**src/rtl/bara_pkg.sv**
```systemverilog
// shared types, constants and helpers for the button autorepeat unit
package bara_pkg;

  localparam int unsigned NUM_BUTTONS = 5;
  localparam int unsigned CMD_W       = 3;
  localparam int unsigned TIME_W      = 32;
  localparam int unsigned CFG_W       = 16;
  localparam int unsigned NUM_REGS    = 5;
  localparam int unsigned ADDR_W      = 5;
  localparam int unsigned DATA_W      = 32;
  localparam int unsigned IDX_W       = 3;

  localparam logic [NUM_BUTTONS-1:0] SELECT_MASK = NUM_BUTTONS'(1) << 4;

  typedef enum logic [CMD_W-1:0] {
    CMD_RIGHT  = 3'd0,
    CMD_LEFT   = 3'd1,
    CMD_UP     = 3'd2,
    CMD_DOWN   = 3'd3,
    CMD_SELECT = 3'd4
  } cmd_t;

  typedef enum logic [IDX_W-1:0] {
    REG_INTERVAL_FIRST  = 3'd0,
    REG_INTERVAL_SECOND = 3'd1,
    REG_INTERVAL_THIRD  = 3'd2,
    REG_THRESHOLD_2ND   = 3'd3,
    REG_THRESHOLD_3RD   = 3'd4
  } reg_idx_t;

  localparam logic [CFG_W-1:0] RST_INTERVAL_FIRST  = 16'd500;
  localparam logic [CFG_W-1:0] RST_INTERVAL_SECOND = 16'd200;
  localparam logic [CFG_W-1:0] RST_INTERVAL_THIRD  = 16'd50;
  localparam logic [CFG_W-1:0] RST_THRESHOLD_2ND   = 16'd1000;
  localparam logic [CFG_W-1:0] RST_THRESHOLD_3RD   = 16'd3000;

  typedef struct packed {
    logic [CFG_W-1:0] interval_first;
    logic [CFG_W-1:0] interval_second;
    logic [CFG_W-1:0] interval_third;
    logic [CFG_W-1:0] threshold_second;
    logic [CFG_W-1:0] threshold_third;
  } cfg_t;

  typedef struct packed {
    logic                 load;
    logic [CMD_W-1:0]     command;
  } result_t;

  function automatic logic [CMD_W-1:0] code_of(input logic [NUM_BUTTONS-1:0] onehot);
    logic [CMD_W-1:0] c;
    c = CMD_RIGHT;
    for (int i = 0; i < NUM_BUTTONS; i++) begin
      if (onehot[i]) begin
        c = CMD_W'(i);
      end
    end
    return c;
  endfunction

endpackage

```
**src/rtl/bara_cfg_regs.sv**
```systemverilog
// apb configuration register file for the repeat intervals and hold thresholds
module bara_cfg_regs
  import bara_pkg::*;
(
  input  logic              clk,
  input  logic              rst,
  input  logic              psel,
  input  logic              penable,
  input  logic              pwrite,
  input  logic [ADDR_W-1:0] paddr,
  input  logic [DATA_W-1:0] pwdata,
  output logic [DATA_W-1:0] prdata,
  output logic              pready,
  output cfg_t              cfg
);

  logic           wr_en;
  logic [IDX_W-1:0] idx;

  assign pready = 1'b1;
  assign wr_en  = psel && penable && pwrite;
  assign idx    = paddr[ADDR_W-1:2];

  always_ff @(posedge clk) begin
    if (rst) begin
      cfg.interval_first   <= RST_INTERVAL_FIRST;
      cfg.interval_second  <= RST_INTERVAL_SECOND;
      cfg.interval_third   <= RST_INTERVAL_THIRD;
      cfg.threshold_second <= RST_THRESHOLD_2ND;
      cfg.threshold_third  <= RST_THRESHOLD_3RD;
    end else if (wr_en) begin
      unique case (idx)
        REG_INTERVAL_FIRST:  cfg.interval_first   <= pwdata[CFG_W-1:0];
        REG_INTERVAL_SECOND: cfg.interval_second  <= pwdata[CFG_W-1:0];
        REG_INTERVAL_THIRD:  cfg.interval_third   <= pwdata[CFG_W-1:0];
        REG_THRESHOLD_2ND:   cfg.threshold_second <= pwdata[CFG_W-1:0];
        REG_THRESHOLD_3RD:   cfg.threshold_third  <= pwdata[CFG_W-1:0];
        default: ;
      endcase
    end
  end

  always_comb begin
    prdata = '0;
    unique case (idx)
      REG_INTERVAL_FIRST:  prdata = DATA_W'(cfg.interval_first);
      REG_INTERVAL_SECOND: prdata = DATA_W'(cfg.interval_second);
      REG_INTERVAL_THIRD:  prdata = DATA_W'(cfg.interval_third);
      REG_THRESHOLD_2ND:   prdata = DATA_W'(cfg.threshold_second);
      REG_THRESHOLD_3RD:   prdata = DATA_W'(cfg.threshold_third);
      default:             prdata = '0;
    endcase
  end

endmodule

```
**src/rtl/bara_core.sv**
```systemverilog
// input register, hold state and single-pass repeat decision
module bara_core
  import bara_pkg::*;
(
  input  logic                   clk,
  input  logic                   rst,
  input  cfg_t                   cfg,
  input  logic                   in_valid,
  output logic                   in_stall,
  input  logic [NUM_BUTTONS-1:0] buttons,
  input  logic [TIME_W-1:0]      now_ms,
  input  logic                   out_free,
  output result_t                result
);

  logic                   s1_valid;
  logic [NUM_BUTTONS-1:0] s1_buttons;
  logic [TIME_W-1:0]      s1_now;

  logic [NUM_BUTTONS-1:0] held_button;
  logic [NUM_BUTTONS-1:0] held_button_next;
  logic [TIME_W-1:0]      press_time;
  logic [TIME_W-1:0]      press_time_next;
  logic [TIME_W-1:0]      last_emit_time;
  logic [TIME_W-1:0]      last_emit_time_next;

  logic                   clear;
  logic                   fresh;
  logic [TIME_W-1:0]      press_eff;
  logic [TIME_W-1:0]      last_eff;
  logic [TIME_W-1:0]      hold;
  logic [TIME_W-1:0]      elapsed;
  logic [CFG_W-1:0]       interval;
  logic                   slot;
  logic                   emit;
  logic                   s1_move;
  logic                   in_accept;

  assign clear = !$onehot(s1_buttons) ||
                 ((held_button != '0) && ((s1_buttons & held_button) == '0));
  assign fresh     = (held_button == '0);
  assign press_eff = fresh ? s1_now : press_time;
  assign last_eff  = fresh ? s1_now : last_emit_time;
  assign hold      = s1_now - press_eff;
  assign elapsed   = s1_now - last_eff;

  always_comb begin
    priority if (hold > TIME_W'(cfg.threshold_third)) begin
      interval = cfg.interval_third;
    end else if (hold > TIME_W'(cfg.threshold_second)) begin
      interval = cfg.interval_second;
    end else begin
      interval = cfg.interval_first;
    end
  end

  assign slot = elapsed > TIME_W'(interval);
  assign emit = !clear && (fresh || (slot && (s1_buttons != SELECT_MASK)));

  assign s1_move   = s1_valid && (!emit || out_free);
  assign in_stall  = s1_valid && !s1_move;
  assign in_accept = in_valid && !in_stall;

  assign result.load    = s1_move && emit;
  assign result.command = code_of(s1_buttons);

  always_comb begin
    held_button_next    = held_button;
    press_time_next     = press_time;
    last_emit_time_next = last_emit_time;
    if (s1_move) begin
      if (clear) begin
        held_button_next    = '0;
        press_time_next     = '0;
        last_emit_time_next = '0;
      end else begin
        held_button_next    = s1_buttons;
        press_time_next     = press_eff;
        last_emit_time_next = slot ? s1_now : last_eff;
      end
    end
  end

  always_ff @(posedge clk) begin
    if (rst) begin
      s1_valid       <= 1'b0;
      held_button    <= '0;
      press_time     <= '0;
      last_emit_time <= '0;
    end else begin
      s1_valid       <= in_accept || (s1_valid && !s1_move);
      held_button    <= held_button_next;
      press_time     <= press_time_next;
      last_emit_time <= last_emit_time_next;
    end
  end

  always_ff @(posedge clk) begin
    if (in_accept) begin
      s1_buttons <= buttons;
      s1_now     <= now_ms;
    end
  end

endmodule

```
**src/rtl/bara_out_stage.sv**
```systemverilog
// result register holding one command until the consumer takes it
module bara_out_stage
  import bara_pkg::*;
(
  input  logic             clk,
  input  logic             rst,
  input  result_t          result,
  output logic             out_free,
  output logic             out_valid,
  input  logic             out_stall,
  output logic [CMD_W-1:0] command
);

  assign out_free = !out_valid || !out_stall;

  always_ff @(posedge clk) begin
    if (rst) begin
      out_valid <= 1'b0;
    end else if (result.load) begin
      out_valid <= 1'b1;
    end else if (!out_stall) begin
      out_valid <= 1'b0;
    end
  end

  always_ff @(posedge clk) begin
    if (result.load) begin
      command <= result.command;
    end
  end

endmodule

```
**src/rtl/button_autorepeat_accelerating_unit.sv**
```systemverilog
// top level of the accelerating button autorepeat unit
// an accepted poll is registered in the input stage, and its result is then loaded into the result register
// throughput: one poll per cycle; an emitting poll waits only while the result register is full and stalled
// a poll that emits nothing passes the held result register without waiting
// reset clears the held button, both timestamps and the pipeline, and restores register defaults
module button_autorepeat_accelerating_unit
  import bara_pkg::*;
(
  input  logic                   clk,
  input  logic                   rst,
  input  logic                   psel,
  input  logic                   penable,
  input  logic                   pwrite,
  input  logic [ADDR_W-1:0]      paddr,
  input  logic [DATA_W-1:0]      pwdata,
  output logic [DATA_W-1:0]      prdata,
  output logic                   pready,
  input  logic                   in_valid,
  output logic                   in_stall,
  input  logic [NUM_BUTTONS-1:0] buttons,
  input  logic [TIME_W-1:0]      now_ms,
  output logic                   out_valid,
  input  logic                   out_stall,
  output logic [CMD_W-1:0]       command
);

  cfg_t    cfg;
  result_t result;
  logic    out_free;

  bara_cfg_regs u_cfg_regs (
    .clk     (clk),
    .rst     (rst),
    .psel    (psel),
    .penable (penable),
    .pwrite  (pwrite),
    .paddr   (paddr),
    .pwdata  (pwdata),
    .prdata  (prdata),
    .pready  (pready),
    .cfg     (cfg)
  );

  bara_core u_core (
    .clk      (clk),
    .rst      (rst),
    .cfg      (cfg),
    .in_valid (in_valid),
    .in_stall (in_stall),
    .buttons  (buttons),
    .now_ms   (now_ms),
    .out_free (out_free),
    .result   (result)
  );

  bara_out_stage u_out_stage (
    .clk       (clk),
    .rst       (rst),
    .result    (result),
    .out_free  (out_free),
    .out_valid (out_valid),
    .out_stall (out_stall),
    .command   (command)
  );

endmodule

```
**config.mk**
```make
export PLATFORM = sky130hd
export DESIGN_NAME = button_autorepeat_accelerating_unit
export DESIGN_NICKNAME = d
export VERILOG_FILES = /design/src/rtl/bara_pkg.sv /design/src/rtl/bara_cfg_regs.sv /design/src/rtl/bara_core.sv /design/src/rtl/bara_out_stage.sv /design/src/rtl/button_autorepeat_accelerating_unit.sv
export SDC_FILE = /design/constraint.sdc
export NUM_CORES = 1
export LEC_CHECK = 0
export ABC_AREA = 1
export ABC_CLOCK_PERIOD_IN_PS = 8500
export BUFFER_PORTS_ARGS = -buffer_cell sky130_fd_sc_hd__buf_2
export CORE_AREA = 2 2 168 170
export CTS_CLUSTER_SIZE = 16
export DETAILED_ROUTE_END_ITERATION = 16
export DIE_AREA = 0 0 170 172
export PLACE_DENSITY_LB_ADDON = 0.05
export SLEW_MARGIN = 20
export SYNTH_ARGS = -nofsm -noshare
export SYNTH_HDL_FRONTEND = slang
export SYNTH_HIERARCHICAL = 1
export SYNTH_SLANG_ARGS = --single-unit
```
**constraint.sdc**
```tcl
create_clock -name clk -period 8.5 [get_ports clk]
set_clock_uncertainty 0.05 [all_clocks]
set_input_delay 1.275 -clock clk [delete_from_list [all_inputs] [get_ports clk]]
set_output_delay 1.275 -clock clk [all_outputs]
set_load 0.02 [all_outputs]
```
==> impl.org <==
** Timing
- The final number of max-transition violations was 0.
- The worst path meets setup with roughly 0.44 ns of slack.
- Measured against its own limit, the worst slew margin works out to between 30% and 40%.
- Min Tclk post-route :: 8.059 ns
- Setup violations remaining at the end of the flow were counted as 0.
- The hold violation total from the final report is 0.
- Slew at the pin with the worst max-slew slack :: 1.019 ns
- Final worst path period share :: a little over nine tenths
- Based on the critical path, the design can be clocked at up to between 0.1 and 0.15 GHz.

** CTS
- Clock sink total :: 191
- Insertion delay of the later-clocked pin in the worst-skew pair :: 0.45 ns
- CTS Buffer Depth :: 2
- The cell sitting at the root of the clock tree is a sky130_fd_sc_hd__clkbuf_16.
- TritonCTS created 17 clock buffers.
- The H-tree was split into 4 levels.
- Clock-pin slew was measured on the worst setup and hold paths at roughly 0.07 ns.
- TritonCTS built the clock tree.

** Min path
- Worst Hold Path EP :: u_core/press_time[17]
- Hold Startpoint :: u_core/press_time[17]
- The tightest min-delay check is of the flop to flop type.
- Counting instances, the worst hold path has a depth of 2.

** Logic synthesis
- The netlist uses 50 different library cells.
- Dominant cell type by area after synthesis :: sky130_fd_sc_hd__dfxtp_1
- Share of async-settable or async-resettable flops after synthesis :: 0%
- The cell area that synthesis handed to floorplanning was between 15000 and 20000 µm².
- Compound-cell area share of the yosys netlist :: about a tenth
- Synth Area in Simple Gates :: 40.75%
- Number of warnings printed during yosys synthesis :: 6
- After Yosys synthesis, XOR and XNOR cells account for approximately 2.0% of the synthesized area.
- The synthesized design contains 40 enable-type register cells.
- Averaged over all synthesized cells, the footprint is roughly 6.3 µm².
- Adder-cell share of the synthesized area :: under 10%
- Area contributors post-synth :: sky130_fd_sc_hd__dfxtp_1, sky130_fd_sc_hd__nand2_1, sky130_fd_sc_hd__ha_1
- The synthesized design contains roughly 190 register bits.
- Most used flip-flop cell after synthesis :: sky130_fd_sc_hd__dfxtp_1
- Post-synthesis cell count :: around 2500
- In this run the biggest area consumer among cell types represents 18.97% of the synthesized area.
- Multiplexer share of the synthesized area :: 0%
- Sequential cells were found to cover 26.51% of the synthesized design area.
- Combinational family with the most area after synthesis :: simple AND/OR/NAND/NOR gates

** GRT
- Met2 layer usage reported by global route :: 51.43%
- For this run, global-route usage on met3 was measured as a little under 10%.
- The first global-routing pass estimated roughly 77000 µm of wire.
- In this run the most used layer during global routing was met2.
- Entering global routing, the biggest net connects about 120 pins.
- Met1 routing resource usage after global routing :: 47.53%
- Global routing used 34.14% of the available tracks.
- Final global-route overflow total :: 0
- The number of global-route vias before repair came to between 10000 and 15000.
- Antenna violations before repair :: 1

** Placement
- HPWL after detailed placement :: 36580 µm
- Number of buffer cells added on primary ports :: 83
- Once placement finished, the instance area stood at 16270 µm².
- At the end of routability-driven placement, the weighted congestion stood at 0.9334.
- Timing analysis after detailed placement gives a worst setup slack of ~0.53 ns.

** Detailed routing
- For this block, the via count after detailed routing is about 16000.
- Using the TritonRoute via totals, the vias-per-cell ratio works out to approximately 5.6.
- Iteration-0 DRC Markers :: roughly 1700
- Detailed Route WL :: between 40000 and 50000 µm
- For this run, design rule violations remaining after detail routing come to 0.
- Remaining antenna violation count :: 0
- Mean routed wirelength per cell :: approximately 17 µm
- The pre-antenna-repair detailed-routing pass consisted of 7 iterations.

** Floorplan
- Area of the core region :: about 27000 µm²
- Die Area :: approximately 29000 µm²
- Chip Height :: between 150 and 200 µm
- From left edge to right edge, the die measures roughly 170 µm.
- Number of top-level design ports :: about 120
- The floorplan has 61 rows.
- Initial standard-cell utilization of the core :: around 58%

** Setup path
- The worst setup path is captured at an output port.
- Worst reg2reg path depth :: 47
- The worst setup path is of the flop to output port kind.
- Delay contributed by the slowest stage of the critical path :: ~0.38 ns
- Largest fanout on the critical path :: 43
- Worst reg2reg path startpoint :: u_core/held_button[4]
- The critical path crosses 44 cells after its start point.
- Data arrival at the endpoint of the critical path :: slightly below 7 ns
- The worst register-to-register path has a setup slack of between 1 and 1.5 ns.
- The worst register-to-register path ends at u_core/last_emit_time[26].
- Among the stages of the critical path, the cell type that occurs most often is sky130_fd_sc_hd__nand2_1.
- STA classifies the critical path startpoint as a flop.
- Crit path buf inv count :: 7
- Dominant delay contributor by cell family on the critical path :: simple AND/OR/NAND/NOR gates
- Data required time at the worst endpoint :: around 7 ns
- For this design, the slowest cell found on the critical path is sky130_fd_sc_hd__ha_1.

** Finish
- Commonest cells after routing, fill and taps aside :: sky130_fd_sc_hd__nand2_1, sky130_fd_sc_hd__nor2_1, sky130_fd_sc_hd__inv_1
- For this run, the share of the core covered by cells in the final layout is 61.78%.
- Share of final-layout standard cells stronger than drive strength 1 :: 10.83%
- The net count of the finished layout is between 2000 and 3000.
- The area growth from synthesis to layout is 6.534%.
- Summed area of non-filler cells in the final layout :: about 17000 µm²
- Leaving out fill and tap cells, the most frequent cell in the layout is sky130_fd_sc_hd__nand2_1.

** Power and ir drop
- Switching portion of total power :: a little over two fifths
- Combinational cells account for between 40 and 50% of the total power.
- Across the VDD grid, the largest voltage drop is around 0.15 mV.
- Power spread over the standard cell area amounts to a little under 200 nW/µm².
- Cell internal power was estimated by the tool at around 1900 µW.
- Leakage power total :: between 0.008 and 0.009 µW
- The clock network accounts for 24.7% of the total power.
- Post-layout power :: around 3300 µW
- Sequential Power Share :: approximately 30%
- Switching component of the power :: around 1400 µW

** Job
- Across the run, the number of max-cap violations was 0.

** Outcome
- Run status :: finished, final reports clean
==> power groups by stage <==
stage | combinational (µW) | clock, µW | sequential (µW)
floorplan | 1060 | 0 | 1000
global placement | 1380 | 0 | 1020
detailed placement | 1410 | 0 | 1020
CTS | 1420 | 827 | 999
global route | 1670 | 859 | 1000
finish | 1470 | 812 | 1000
==> kinds of logic after synthesis <==
group                      count (synthesis)
and+or+nand+nor                         1522
AOI/OAI and AO/OA                        257
buffers and inverters                    421
DFF                                      191
xor gates and xnor gates                  37
adders and majority gates                116
other                                      2
==> routing by layer <==
layer,vias to the layer above,part of all wire [%]
met5,-,0
met3,72,11
met1,7373,45
met4,0,2.1
met2,687,42
li1,8097,-
==> how the worst max path moves through the flow <==
stage / startpoint / endpoint / slack (ns)
finish: u_core/held_button[4] / in_stall / 0.44
detailed placement: u_core/held_button[1] / in_stall / 0.53
CTS: u_core/held_button[1] / in_stall / 0.02
floorplan: u_core/held_button[1] / in_stall / 1.13
global route: u_core/held_button[1] / in_stall / -0.02
global placement: u_core/held_button[1] / in_stall / 0.58
==> repair_timing <==
action                                  4_1_cts  5_1_grt
hold buffers                                  0        0
resized for setup                             0       22
endpoints found under the setup margin        0       63
buffers inserted                              0        3
==> worst register-to-register path: cells and delay by family, from the launching register on <==
kind                       cells  cell delay, ns
xor gates and xnor gates       1            0.25
AOI/OAI and AO/OA              2            0.28
and+or+nand+nor               32            3.58
buffers and inverters          9            1.86
adders and majority gates      3            1.04
DFF                            1            0.34
==> metrics by stage <==
| step | instances | hold WS (ns) | TNS (ns) |
|---|---|---|---|
| floorplan | 2561 | 0.3935 | 0 |
| global placement | 2888 | 0.4066 | 0 |
| detailed placement | 2888 | 0.4173 | 0 |
| CTS | 2920 | 0.4355 | 0 |
| global route | 2924 | 0.4519 | -0.02250 |
| finish | 2924 | 0.4323 | 0 |
==> synthesized netlist by cell type (40+ instances only) <==
cell and number:
sky130_fd_sc_hd__edfxtp_1 40, sky130_fd_sc_hd__nand4_1 42, sky130_fd_sc_hd__a21oi_1 100, sky130_fd_sc_hd__buf_4 45, sky130_fd_sc_hd__o21ai_0 75, sky130_fd_sc_hd__dfxtp_1 151
sky130_fd_sc_hd__nand2_1 780, sky130_fd_sc_hd__ha_1 112, sky130_fd_sc_hd__a21oi_2 42, sky130_fd_sc_hd__nor2_1 341, sky130_fd_sc_hd__inv_1 290, sky130_fd_sc_hd__nand3_1 252
==> registers in the layout, summed over array words and instances (netlist names) <==
name                   flops
u_out_stage/command        3
u_core/s1_buttons          5
u_core/s1_now             32
u_core/last_emit_time     32
u_core/press_time         32
u_core/held_button         5
u_core/s1_valid            1
u_cfg_regs/cfg            80
u_out_stage/out_valid      1
==> layout make-up <==
cell class | count | area [µm²]
Fill cell | 2694 | 10500
Clock buffer | 23 | 479.2
Multi-Input combinational cell | 1949 | 9985
Timing Repair Buffer | 102 | 603.1
Clock inverter | 9 | 98.84
Inverter | 303 | 1145
Antenna cell | 1 | 2.502
Tap cell | 346 | 432.9
Sequential cell | 191 | 4228
(Power assumes the default switching activity.)
